===== config.mk =====
export PLATFORM = sky130hd
export DESIGN_NAME = sync_frame_deframer_crc16_unit_flat
export DESIGN_NICKNAME = d
export VERILOG_FILES = /design/src/rtl/sfd_pkg.sv /design/src/rtl/sfd_if.sv /design/src/rtl/sync_frame_deframer_crc16_unit.sv /design/src/flat_wrapper.sv
export SDC_FILE = /design/constraint.sdc
export NUM_CORES = 1
export LEC_CHECK = 0
export BUFFER_PORTS_ARGS = -buffer_cell sky130_fd_sc_hd__buf_4
export CELL_PAD_IN_SITES_DETAIL_PLACEMENT = 1
export CELL_PAD_IN_SITES_GLOBAL_PLACEMENT = 1
export CORE_MARGIN = 2
export CORE_UTILIZATION = 50
export CTS_CLUSTER_SIZE = 25
export DETAILED_ROUTE_END_ITERATION = 8
export GPL_TIMING_DRIVEN = 0
export PLACE_DENSITY = 0.8
export SKIP_LAST_GASP = 1
export SYNTH_ARGS = -nofsm -noshare
export SYNTH_HDL_FRONTEND = slang
export SYNTH_SLANG_ARGS = --single-unit
export TNS_END_PERCENT = 30

===== constraint.sdc =====
create_clock -name clk -period 6.6 [get_ports clk]
set_clock_uncertainty 0.1 [all_clocks]
set_input_delay 1.32 -clock clk [delete_from_list [all_inputs] [get_ports clk]]
set_output_delay 1.32 -clock clk [all_outputs]
set_load 0.05 [all_outputs]

===== src/rtl/sfd_pkg.sv =====
// Shared constants, types and CRC helpers for the sync frame deframer.
package sfd_pkg;

  localparam int FRAME_LEN = 24;
  localparam int IDX_W     = $clog2(FRAME_LEN);
  localparam int BYTE_W    = 8;
  localparam int POS_W     = 6;
  localparam int CRC_W     = 16;
  localparam int CNT_W     = 3;

  localparam logic [BYTE_W-1:0] SYNC_A   = 8'h5A;
  localparam logic [BYTE_W-1:0] SYNC_B   = 8'h44;
  localparam logic [CRC_W-1:0]  CRC_POLY = 16'h8005;
  localparam logic [CRC_W-1:0]  CRC_INIT = 16'h0000;
  localparam logic [CRC_W-1:0]  CRC_TOP  = 16'h8000;

  localparam logic [IDX_W-1:0] IDX_HDR0    = IDX_W'(0);
  localparam logic [IDX_W-1:0] IDX_HDR1    = IDX_W'(1);
  localparam logic [IDX_W-1:0] IDX_AFTER   = IDX_W'(2);
  localparam logic [IDX_W-1:0] IDX_CRC_END = IDX_W'(FRAME_LEN - 2);
  localparam logic [IDX_W-1:0] IDX_LAST    = IDX_W'(FRAME_LEN - 1);

  localparam logic [CNT_W-1:0] CNT_FIRST = 3'd0;
  localparam logic [CNT_W-1:0] CNT_SECOND = 3'd1;
  localparam logic [CNT_W-1:0] CNT_LAST  = 3'd7;

  typedef enum logic [3:0] {
    ST_IDLE = 4'b0001,
    ST_CRC  = 4'b0010,
    ST_READ = 4'b0100,
    ST_SHOW = 4'b1000
  } state_t;

  // One MSB-first shift of the CRC register.
  function automatic logic [CRC_W-1:0] crc_step(input logic [CRC_W-1:0] c);
    logic [CRC_W-1:0] s;
    s = {c[CRC_W-2:0], 1'b0};
    if ((c & CRC_TOP) != CRC_INIT) begin
      s = s ^ CRC_POLY;
    end
    return s;
  endfunction

  // Whole-byte update, used only for elaboration-time constants.
  function automatic logic [CRC_W-1:0] crc_byte(input logic [CRC_W-1:0] crc,
                                                input logic [BYTE_W-1:0] b);
    logic [CRC_W-1:0] c;
    c = crc ^ {b, 8'h00};
    for (int i = 0; i < BYTE_W; i++) begin
      c = crc_step(c);
    end
    return c;
  endfunction

  localparam logic [CRC_W-1:0] CRC_SYNC = crc_byte(crc_byte(CRC_INIT, SYNC_A), SYNC_B);

endpackage


===== src/rtl/sfd_if.sv =====
// Valid/ready channel interfaces for received bytes and emitted frame bytes.
interface sfd_rx_if;
  logic       valid;
  logic       ready;
  logic [7:0] rx_byte;

  modport source (output valid, output rx_byte, input ready);
  modport sink   (input valid, input rx_byte, output ready);
endinterface

interface sfd_tx_if;
  logic       valid;
  logic       ready;
  logic [7:0] frame_byte;
  logic [5:0] byte_position;
  logic       frame_last;

  modport source (output valid, output frame_byte, output byte_position,
                  output frame_last, input ready);
  modport sink   (input valid, input frame_byte, input byte_position,
                  input frame_last, output ready);
endinterface


===== src/rtl/sync_frame_deframer_crc16_unit.sv =====
// Sync-header deframer with bit-serial CRC-16 check and frame replay.
// Each received byte is accepted in the idle state and then run through the
// one-bit-per-cycle CRC shifter; in_chan.ready is high only when idle.
// A byte that completes a good frame then replays it, each output beat
// taking a store read state, then a present state, plus any output stall.
// Reset (rst_n low, synchronous) clears the sequencer, fill count and CRC;
// frame store entries stay undefined until written.
module sync_frame_deframer_crc16_unit (
  input  logic clk,
  input  logic rst_n,
  sfd_rx_if.sink   in_chan,
  sfd_tx_if.source out_chan
);

  sfd_pkg::state_t state_r, state_nxt;
  logic [sfd_pkg::IDX_W-1:0]  fill_r, fill_nxt;
  logic [sfd_pkg::CRC_W-1:0]  crc_r, crc_nxt;
  logic [sfd_pkg::CRC_W-1:0]  shift_r, shift_nxt;
  logic [sfd_pkg::CNT_W-1:0]  cnt_r, cnt_nxt;
  logic [sfd_pkg::BYTE_W-1:0] last_r, last_nxt;
  logic [sfd_pkg::BYTE_W-1:0] prev_r, prev_nxt;
  logic                       restart_r, restart_nxt;
  logic                       hdr_ok_r, hdr_ok_nxt;
  logic [sfd_pkg::IDX_W-1:0]  rd_idx_r, rd_idx_nxt;

  logic [sfd_pkg::BYTE_W-1:0] store_mem [sfd_pkg::FRAME_LEN];
  logic [sfd_pkg::BYTE_W-1:0] rd_data_r;
  logic                       mem_we;
  logic [sfd_pkg::IDX_W-1:0]  mem_waddr;
  logic [sfd_pkg::BYTE_W-1:0] mem_wdata;
  logic [sfd_pkg::CRC_W-1:0]  shift_step;

  assign shift_step = sfd_pkg::crc_step(shift_r);

  always_ff @(posedge clk) begin
    if (mem_we) begin
      store_mem[mem_waddr] <= mem_wdata;
    end
    rd_data_r <= store_mem[rd_idx_r];
  end

  always_comb begin
    state_nxt   = state_r;
    fill_nxt    = fill_r;
    crc_nxt     = crc_r;
    shift_nxt   = shift_r;
    cnt_nxt     = cnt_r;
    last_nxt    = last_r;
    prev_nxt    = prev_r;
    restart_nxt = restart_r;
    hdr_ok_nxt  = hdr_ok_r;
    rd_idx_nxt  = rd_idx_r;
    mem_we      = 1'b0;
    mem_waddr   = fill_r;
    mem_wdata   = in_chan.rx_byte;

    case (state_r)
      sfd_pkg::ST_IDLE: begin
        if (in_chan.valid) begin
          mem_we      = 1'b1;
          prev_nxt    = last_r;
          last_nxt    = in_chan.rx_byte;
          restart_nxt = (fill_r != sfd_pkg::IDX_HDR0) && (last_r == sfd_pkg::SYNC_A) &&
                        (in_chan.rx_byte == sfd_pkg::SYNC_B);
          shift_nxt   = ((fill_r == sfd_pkg::IDX_HDR0) ? sfd_pkg::CRC_INIT : crc_r) ^
                        {in_chan.rx_byte, 8'h00};
          if (fill_r == sfd_pkg::IDX_HDR0) begin
            hdr_ok_nxt = 1'b0;
          end
          cnt_nxt   = sfd_pkg::CNT_FIRST;
          state_nxt = sfd_pkg::ST_CRC;
        end
      end

      sfd_pkg::ST_CRC: begin
        shift_nxt = shift_step;
        cnt_nxt   = cnt_r + 1'b1;
        // Restart rewrites the header into the first two slots.
        if (restart_r && cnt_r == sfd_pkg::CNT_FIRST) begin
          mem_we    = 1'b1;
          mem_waddr = sfd_pkg::IDX_HDR0;
          mem_wdata = sfd_pkg::SYNC_A;
        end
        if (restart_r && cnt_r == sfd_pkg::CNT_SECOND) begin
          mem_we    = 1'b1;
          mem_waddr = sfd_pkg::IDX_HDR1;
          mem_wdata = sfd_pkg::SYNC_B;
        end
        if (cnt_r == sfd_pkg::CNT_LAST) begin
          state_nxt = sfd_pkg::ST_IDLE;
          if (restart_r) begin
            crc_nxt    = sfd_pkg::CRC_SYNC;
            fill_nxt   = sfd_pkg::IDX_AFTER;
            hdr_ok_nxt = 1'b1;
          end else if (fill_r == sfd_pkg::IDX_LAST) begin
            fill_nxt = sfd_pkg::IDX_HDR0;
            // Trailer is little-endian: second to last byte low.
            if (hdr_ok_r && ({last_r, prev_r} == crc_r)) begin
              rd_idx_nxt = sfd_pkg::IDX_HDR0;
              state_nxt  = sfd_pkg::ST_READ;
            end
          end else begin
            fill_nxt = fill_r + 1'b1;
            if (fill_r < sfd_pkg::IDX_CRC_END) begin
              crc_nxt = shift_step;
            end
          end
        end
      end

      sfd_pkg::ST_READ: begin
        state_nxt = sfd_pkg::ST_SHOW;
      end

      sfd_pkg::ST_SHOW: begin
        if (out_chan.ready) begin
          if (rd_idx_r == sfd_pkg::IDX_LAST) begin
            state_nxt = sfd_pkg::ST_IDLE;
          end else begin
            rd_idx_nxt = rd_idx_r + 1'b1;
            state_nxt  = sfd_pkg::ST_READ;
          end
        end
      end

      default: begin
        state_nxt = sfd_pkg::ST_IDLE;
      end
    endcase
  end

  always_ff @(posedge clk) begin
    if (!rst_n) begin
      state_r   <= sfd_pkg::ST_IDLE;
      fill_r    <= sfd_pkg::IDX_HDR0;
      crc_r     <= sfd_pkg::CRC_INIT;
      cnt_r     <= sfd_pkg::CNT_FIRST;
      restart_r <= 1'b0;
      hdr_ok_r  <= 1'b0;
      rd_idx_r  <= sfd_pkg::IDX_HDR0;
    end else begin
      state_r   <= state_nxt;
      fill_r    <= fill_nxt;
      crc_r     <= crc_nxt;
      cnt_r     <= cnt_nxt;
      restart_r <= restart_nxt;
      hdr_ok_r  <= hdr_ok_nxt;
      rd_idx_r  <= rd_idx_nxt;
    end
  end

  always_ff @(posedge clk) begin
    shift_r <= shift_nxt;
    last_r  <= last_nxt;
    prev_r  <= prev_nxt;
  end

  assign in_chan.ready          = (state_r == sfd_pkg::ST_IDLE);
  assign out_chan.valid         = (state_r == sfd_pkg::ST_SHOW);
  assign out_chan.frame_byte    = rd_data_r;
  assign out_chan.byte_position = sfd_pkg::POS_W'(rd_idx_r);
  assign out_chan.frame_last    = (rd_idx_r == sfd_pkg::IDX_LAST);

endmodule


===== src/flat_wrapper.sv =====
// flat-port wrapper written by rule: the top's interface ports become plain ports
module sync_frame_deframer_crc16_unit_flat 
  (clk, rst_n, in_chan_valid, in_chan_rx_byte, in_chan_ready, out_chan_valid, out_chan_frame_byte, out_chan_byte_position, out_chan_frame_last, out_chan_ready);
  sfd_rx_if in_chan_i ();
  sfd_tx_if out_chan_i ();
  input  logic clk;
  input  logic rst_n;
  input wire logic [$bits(in_chan_i.valid)-1:0] in_chan_valid;
  input wire logic [$bits(in_chan_i.rx_byte)-1:0] in_chan_rx_byte;
  output wire logic [$bits(in_chan_i.ready)-1:0] in_chan_ready;
  output wire logic [$bits(out_chan_i.valid)-1:0] out_chan_valid;
  output wire logic [$bits(out_chan_i.frame_byte)-1:0] out_chan_frame_byte;
  output wire logic [$bits(out_chan_i.byte_position)-1:0] out_chan_byte_position;
  output wire logic [$bits(out_chan_i.frame_last)-1:0] out_chan_frame_last;
  input wire logic [$bits(out_chan_i.ready)-1:0] out_chan_ready;
  assign in_chan_i.valid = in_chan_valid;
  assign in_chan_i.rx_byte = in_chan_rx_byte;
  assign in_chan_ready = in_chan_i.ready;
  assign out_chan_valid = out_chan_i.valid;
  assign out_chan_frame_byte = out_chan_i.frame_byte;
  assign out_chan_byte_position = out_chan_i.byte_position;
  assign out_chan_frame_last = out_chan_i.frame_last;
  assign out_chan_i.ready = out_chan_ready;
  sync_frame_deframer_crc16_unit u_core (.clk(clk), .rst_n(rst_n), .in_chan(in_chan_i), .out_chan(out_chan_i));
endmodule

==> results of run 1 <==
[area by class of cell]
| cell class | count | area share (%) |
|---|---|---|
| clock buffers | 37 | 6.196 |
| multi-input cells | 353 | 24.92 |
| plain buffers | 38 | 1.318 |
| clock inverters | 12 | 1.217 |
| repair buffers | 29 | 1.795 |
| flip-flops and latches | 267 | 61.49 |
| inverters | 9 | 0.2738 |
| well taps | 275 | 2.789 |
[flip-flops by register name, summed over array words and instances (netlist names)]
| register | cells |
|---|---|
| u_core.store_mem | 192 |
| u_core.crc_r | 16 |
| u_core.shift_r | 16 |
| u_core.last_r | 8 |
| u_core.out_chan.frame_byte | 8 |
| u_core.prev_r | 8 |
| u_core.fill_r | 5 |
| u_core.rd_idx_r | 5 |
| u_core.state_r | 4 |
| u_core.cnt_r | 3 |
| u_core.hdr_ok_r | 1 |
| u_core.restart_r | 1 |
[logic make-up (layout without fill, tap and decap cells)]
family / Yosys count / in the layout / synth area share [%]
xor gates and xnor gates: 26 / 26 / 2.099
AOI/OAI and AO/OA: 77 / 77 / 5.121
muxes: 67 / 67 / 11.73
adders and majority gates: 7 / 7 / 0.8073
and+or+nand+nor: 175 / 175 / 8.454
buffers and inverters: 47 / 125 / 1.811
DFF: 267 / 267 / 69.94
other: 1 / 1 / 0.03457
[where the power goes]
part           switching [uW]  internal (uW)  leakage, uW  total [uW]
sequential               17.8           1860      0.00239        1880
combinational             115           46.4      0.00110         161
clock                     643            930     0.000445        1570
total                     775           2840      0.00393        3610
[cell usage in the layout, fill, tap and decap left out, types with 7 or more instances in the layout]
master	count
o221a_2	9
nor2b_1	9
mux4_2	48
o21ai_0	12
buf_2	10
clkbuf_16	28
inv_1	9
xor2_1	9
edfxtp_1	224
nand2_1	42
buf_4	30
a211oi_1	11
ha_1	7
mux2i_1	18
dfxtp_1	43
nor3_1	11
clkbuf_1	26
a21oi_1	15
nor2_1	43
xnor2_1	17
a221oi_1	8
nand3_1	28
[critical path, cell delays in order]
cell,delay [ns]
buf_4,0.09
nand2_1,0.23
inv_1,0.71
nand3_1,0.48
nor3_1,1.16
[metrics by stage]
step	power (uW)	util, %	instances
2_1_floorplan	2008	-	667
3_3_place_gp	2063	53.87	969
3_5_place_dp	2077	54.00	971
4_1_cts	3632	58.33	1020
5_1_grt	3702	58.33	1020
6_report	3615	58.33	1020
[worst paths after layout]
check / from / endpoint / slack [ns] / cells after the start
worst max-delay path: in_chan_valid / u_core.store_mem[10][6] / 2.64 / 5
worst min-delay path: u_core.last_r[5] / u_core.prev_r[5] / 0.41 / 0
worst max register to register: u_core.state_r[3] / u_core.store_mem[10][6] / 2.66 / 6
worst min register to register: u_core.last_r[5] / u_core.prev_r[5] / 0.41 / 0
[routing by layer]
| layer | part of all wire (%) | GRT usage (%) |
|---|---|---|
| met4 | 2.9 | 8.178 |
| met5 | 0 | 0 |
| met3 | 5.4 | 4.036 |
| met1 | 41 | 32.13 |
| met2 | 51 | 43.48 |
==> results.sh, run 1 <==
export IMPL_postLayoutSetupSlackWorst_ns=2.640
export IMPL_largest_buffer_count_on_any_clock_path=3
export IMPL_postSynth_asyncResetShare_pct=0
export IMPL_route_detailed_wl_per_inst_um=27.19
export IMPL_insertion_delay_ns=0.54
export IMPL_seqCellArea_um2=7587
export IMPL_ant_nets=0
export IMPL_max_slew_margin_rel_pct=8.266
export IMPL_hpwl_mm=18.91
export IMPL_synthTopCellsByArea="edfxtp_1, mux4_2, dfxtp_1"
export IMPL_synth_sequential_area_ratio_pct=69.94
export IMPL_post_route_drc_count=0
export IMPL_multi_input_area_um2=3074
export IMPL_maxSlewViolCount=0
export IMPL_antenna_diode_count=0
export IMPL_row_count=53
export IMPL_postSynthAreaPerCell_um2=16.26
export IMPL_worst_slew_pin_slew_ns=1.365
export IMPL_postCtsHoldBufs=0
export IMPL_grt_pass1_wl_mm=41.68
export IMPL_clock_root_buffer="clkbuf_16"
export IMPL_cts_sinks=267
export IMPL_synthFlopType="edfxtp_1"
export IMPL_fillers=1969
export IMPL_detailroute_via_count=6333
export IMPL_hold_ws_ns=0.4112
export IMPL_report_final_hold_viol_count=0
export IMPL_globalRouteOverflowTotal=0
export IMPL_number_of_nets_in_the_finished_design=744
export IMPL_min_path_type="reg2reg"
export IMPL_syn_cell_area_um2=10850
export IMPL_io_pins=29
export IMPL_drv_max_cap_violation_count=0
export IMPL_gp_congestion=0.8658
export IMPL_track_usage_pct=24.98
export IMPL_x_dimension_of_the_die_um=151.3
export IMPL_tritoncts="built"
export IMPL_final_setup_viol_count=0
export IMPL_max_vdd_ir_drop_uv=218.1
export IMPL_cts_resized=0
export IMPL_synth_edff_count=224
export IMPL_period_minus_slack_ns=3.960
export IMPL_run_status="complete, no violations"
export IMPL_grt_max_degree=25
export IMPL_cts_max_level=1
export IMPL_path_max_fanout=20
export IMPL_yosys_area_top_type_share_pct=62.01
export IMPL_worst_setup_path_start_kind="primary input"
export IMPL_fin_crit_sh_pct=60.00
export IMPL_cts_clk_slew_worst_paths_ns=0.06
export IMPL_synth_top_cells_by_count="edfxtp_1, mux4_2, dfxtp_1, nor2_1, nand2_1"
export IMPL_route_detailed_vias_per_inst=6.209
export IMPL_start_util_pct=51.28
export IMPL_floorplan_die_area_um2=22890
export IMPL_tritoncts_buffers=27
export IMPL_synth_most_common_cell="edfxtp_1"
export IMPL_achievable_frequency_mhz=252.5
export IMPL_synthDistinctLibCells=52
export IMPL_postCtsSetupRepairBufs=0
export IMPL_cell_accounting_for_the_most_synthesized_area="edfxtp_1"
export IMPL_synthesized_flop_and_latch_total=267
export IMPL_synthesis_instances=667
export IMPL_rsz0062_at_grt="false"
export IMPL_pre_cts_setup_slack_ns=2.018
export IMPL_first_iter_violations=469
export IMPL_synth_net_count=686
export IMPL_fp_dieH_um=151.3
export IMPL_fp_coreArea_um2=21150
export IMPL_placedInstanceArea_um2=11420
export IMPL_stdcell_area_um2=12340
export IMPL_drt_total_wl_mm=27.73
export IMPL_crit_type="in2reg"
export IMPL_post_route_cells_drive_above_1_share_pct=20.13
export IMPL_timing_critical_path_required_ns=6.65
export IMPL_layout_area_overhead_vs_synth_pct=13.74
export IMPL_grt_pass1_vias=6769
export IMPL_p_per_area_nw_per_um2=293.0
export IMPL_portBuffers=27
export IMPL_synth_warning_count=0
export IMPL_worstPathArrival_ns=4.01
export IMPL_final_setup_tns_ns=0
export IMPL_crit_path_end_kind="flop"
export IMPL_power_leakage_uw=0.003935
export IMPL_first_pass_iters=5
export IMPL_antenna_violations_before_repair=0
Power figures use the tool's default switching activity.
==> inputs of run 2 (changes only) <==
ABC_AREA = 1   (was unset)
PLACE_DENSITY = 0.83   (was 0.8)
clock period = 4.1 ns   (was 6.6 ns; I/O delays follow)
==> results.sh, run 2 <==
export IMPL_post_route_cells_drive_above_1_share_pct=12.91
export IMPL_reg2regPathDepth=7
export IMPL_period_minus_slack_ns=3.298
export IMPL_pwr_share_seq_pct=50.7
export IMPL_timing_critical_path_required_ns=4.17
export IMPL_most_common_layout_cells="edfxtp_1, nor2_1, o21ai_0, nand2_1, inv_1"
export IMPL_insertion_delay_ns=0.55
export IMPL_route_detailed_vias_per_inst=6.105
export IMPL_track_usage_pct=29.34
export IMPL_grt_max_degree=25
export IMPL_row_count=54
export IMPL_cell_accounting_for_the_most_synthesized_area="edfxtp_1"
export IMPL_antenna_violations_before_repair=0
export IMPL_worst_hold_path_endpoint="u_core.last_r[6]"
export IMPL_path_max_fanout=21
export IMPL_cts_max_level=1
export IMPL_grt_pass1_wl_mm=52.09
export IMPL_cts_clk_slew_worst_paths_ns=0.06
export IMPL_gp_congestion=0.8599
export IMPL_worst_slew_pin_slew_ns=1.188
export IMPL_run_status="complete, no violations"
export IMPL_min_path_type="in2reg"
export IMPL_reg_largest_list="u_core.store_mem x192, u_core.crc_r x16, u_core.shift_r x16"
export IMPL_synth_sequential_area_ratio_pct=67.48
export IMPL_worst_setup_path_start_kind="flop"
export IMPL_switching_share_pct=23.99
export IMPL_synth_top_cells_by_count="edfxtp_1, nor2_1, o21ai_0, nand2_1, inv_1"
export IMPL_fp_dieH_um=154.0
export IMPL_x_dimension_of_the_die_um=154.0
export IMPL_antenna_diode_count=0
export IMPL_max_vdd_ir_drop_uv=472.4
export IMPL_postCtsHoldBufs=0
export IMPL_fraction_of_synthesized_cell_area_in_xor_and_xnor_cells_pct=0.7790
export IMPL_power_leakage_uw=0.004456
export IMPL_switchingPower_uw=1450
export IMPL_synthFlopType="edfxtp_1"
export IMPL_drv_max_cap_violation_count=0
export IMPL_setup_reg_to_reg_worst_slack_ns=0.80
export IMPL_holdPathStages=1
export IMPL_p_per_area_nw_per_um2=470.6
export IMPL_power_report_internal_total_uw=4594
export IMPL_postCtsSetupRepairBufs=0
export IMPL_fin_crit_sh_pct=80.43
export IMPL_worstPathArrival_ns=3.37
export IMPL_cp_slowest_stage_delay_ns=0.91
export IMPL_min_from="in_chan_rx_byte[6]"
export IMPL_combPwrFrac_pct=7.1
export IMPL_fp_coreArea_um2=21960
export IMPL_drt_total_wl_mm=34.23
export IMPL_route_detailed_wl_per_inst_um=25.22
export IMPL_postSynthAreaPerCell_um2=11.36
export IMPL_path_cells="nor2_4 -> inv_2 -> nor3_4 -> inv_2 -> nor2_4 -> nand3_1 -> nor2_1"
export IMPL_hpwl_mm=22.97
export IMPL_rr_startpoint="u_core.state_r[3]"
export IMPL_largest_reg_flops=192
export IMPL_yosys_area_share_adder_pct=0.7790
export IMPL_maxSlewViolCount=0
export IMPL_start_util_pct=51.20
export IMPL_max_slew_margin_rel_pct=20.60
export IMPL_timing_critical_path_buf_inv=2
export IMPL_globalRouteOverflowTotal=0
export IMPL_cts_sinks=267
export IMPL_worstSetupStartpoint="u_core.state_r[3]"
export IMPL_io_pins=29
export IMPL_tritoncts="built"
export IMPL_first_iter_violations=864
export IMPL_synthesis_instances=990
export IMPL_first_pass_iters=5
export IMPL_p_clk_share_pct=42.2
export IMPL_report_final_hold_viol_count=0
export IMPL_synth_net_count=1009
export IMPL_cts_resized=0
export IMPL_post_route_drc_count=0
export IMPL_syn_cell_area_um2=11240
export IMPL_synthesized_flop_and_latch_total=267
export IMPL_compound_gate_portion_of_the_synthesized_area_pct=12.43
export IMPL_synth_simple_gate_area_share_pct=13.79
export IMPL_crit_type="reg2reg"
export IMPL_grt_pass1_vias=8763
export IMPL_postSynth_asyncResetShare_pct=0
export IMPL_critical_path_reg2reg_endpoint="u_core.store_mem[19][4]"
export IMPL_final_setup_viol_count=0
export IMPL_final_setup_tns_ns=0
export IMPL_totalPowerFinal_uw=6045
export IMPL_detailroute_via_count=8284
export IMPL_crit_path_end_kind="flop"
export IMPL_yosys_area_top_type_share_pct=59.83
export IMPL_synth_top_family_by_area="simple AND/OR/NAND/NOR gates"
export IMPL_rsz0062_at_grt="false"
export IMPL_floorplan_die_area_um2=23700
export IMPL_ant_nets=0
export IMPL_mostFrequentLayoutCell="edfxtp_1"
export IMPL_number_of_nets_in_the_finished_design=1073
export IMPL_synth_warning_count=0
export IMPL_post_synth_mux_area_share_pct=0
export IMPL_portBuffers=27
export IMPL_clock_root_buffer="clkbuf_16"
export IMPL_synth_edff_count=224
export IMPL_register_name_with_the_most_flops="u_core.store_mem"
export IMPL_synth_most_common_cell="edfxtp_1"
export IMPL_synthDistinctLibCells=47
export IMPL_layout_area_overhead_vs_synth_pct=14.23
export IMPL_largest_buffer_count_on_any_clock_path=3
export IMPL_crit_path_top_delay_cell="nor2_1"
export IMPL_tritoncts_buffers=29
export IMPL_achievable_frequency_mhz=303.3
export IMPL_critical_path_top_delay_family="simple AND/OR/NAND/NOR gates"
export IMPL_synthTopCellsByArea="edfxtp_1, dfxtp_1, o21ai_0"
export IMPL_fillers=2269
==> run 2: how the worst max path moves through the flow <==
| stage | to | slack [ns] | cells after the start |
|---|---|---|---|
| final | u_core.store_mem[19][4] | 0.80 | 7 |
| after global routing | u_core.store_mem[19][0] | 0.56 | 7 |
| after CTS | u_core.store_mem[19][4] | 0.79 | 7 |
| after detailed placement | u_core.store_mem[6][5] | 0.73 | 5 |
| after global placement | u_core.store_mem[8][2] | 0.75 | 5 |
| after floorplan | u_core.store_mem[13][0] | 1.43 | 9 |
==> run 2: routing by layer <==
metal / global-route usage, % / share of wire (%) / vias up
li1: - / - / 3668
met1: 38.77 / 40 / 4161
met2: 49.69 / 49 / 373
met3: 4.481 / 7.4 / 82
met4: 10.32 / 3.3 / 0
met5: 0 / 0 / -
==> run 2: kinds of logic (layout without fill, tap and decap cells) <==
logic type               count (synthesis)  after routing
AND/OR/NAND/NOR                        345            345
flip-flops                             267            267
AO/OA/AOI/OAI                          234            234
buffers and inverters                  126            213
XOR/XNOR                                10             10
adder cells (fa/ha/maj)                  7              7
other                                    1              1
==> run 2: final cells by class <==
class | count | area [um2] | area share [%]
Sequential cell | 267 | 7587 | 59.07
Multi-Input combinational cell | 597 | 3149 | 24.52
Clock buffer | 41 | 820.8 | 6.391
Tap cell | 280 | 350.3 | 2.728
Timing Repair Buffer | 33 | 305.3 | 2.377
Inverter | 76 | 290.3 | 2.260
Buffer | 50 | 239.0 | 1.861
Clock inverter | 13 | 101.3 | 0.7891
==> run 2: stage by stage <==
step	std cells	hold WS [ns]	area [um2]	setup slack (ns)	utilization, %
2_1_floorplan	990	0.3238	11240	1.434	-
6_report	1357	0.3841	12840	0.8024	58.49
3_5_place_dp	1303	0.3861	11920	0.7253	54.29
3_3_place_gp	1297	0.3601	11800	0.7487	53.72
5_1_grt	1357	0.3803	12840	0.5552	58.49
4_1_cts	1357	0.3686	12840	0.7852	58.49
==> run 2: power by group through the flow <==
stage / Sequential (uW) / Combinational, uW / Clock (uW)
final: 3060 / 431 / 2550
after detailed placement: 3120 / 424 / 0
after global routing: 3070 / 461 / 2670
after floorplan: 3140 / 215 / 0
after CTS: 3060 / 427 / 2570
after global placement: 3120 / 392 / 0
==> run 2: worst register-to-register path, cell delays in order, from the launching register on <==
cell     delay [ns]
dfxtp_1        0.35
nor2_4         0.16
inv_2          0.06
nor3_4         0.23
inv_2          0.10
nor2_4         0.52
nand3_1        0.49
nor2_1         0.92
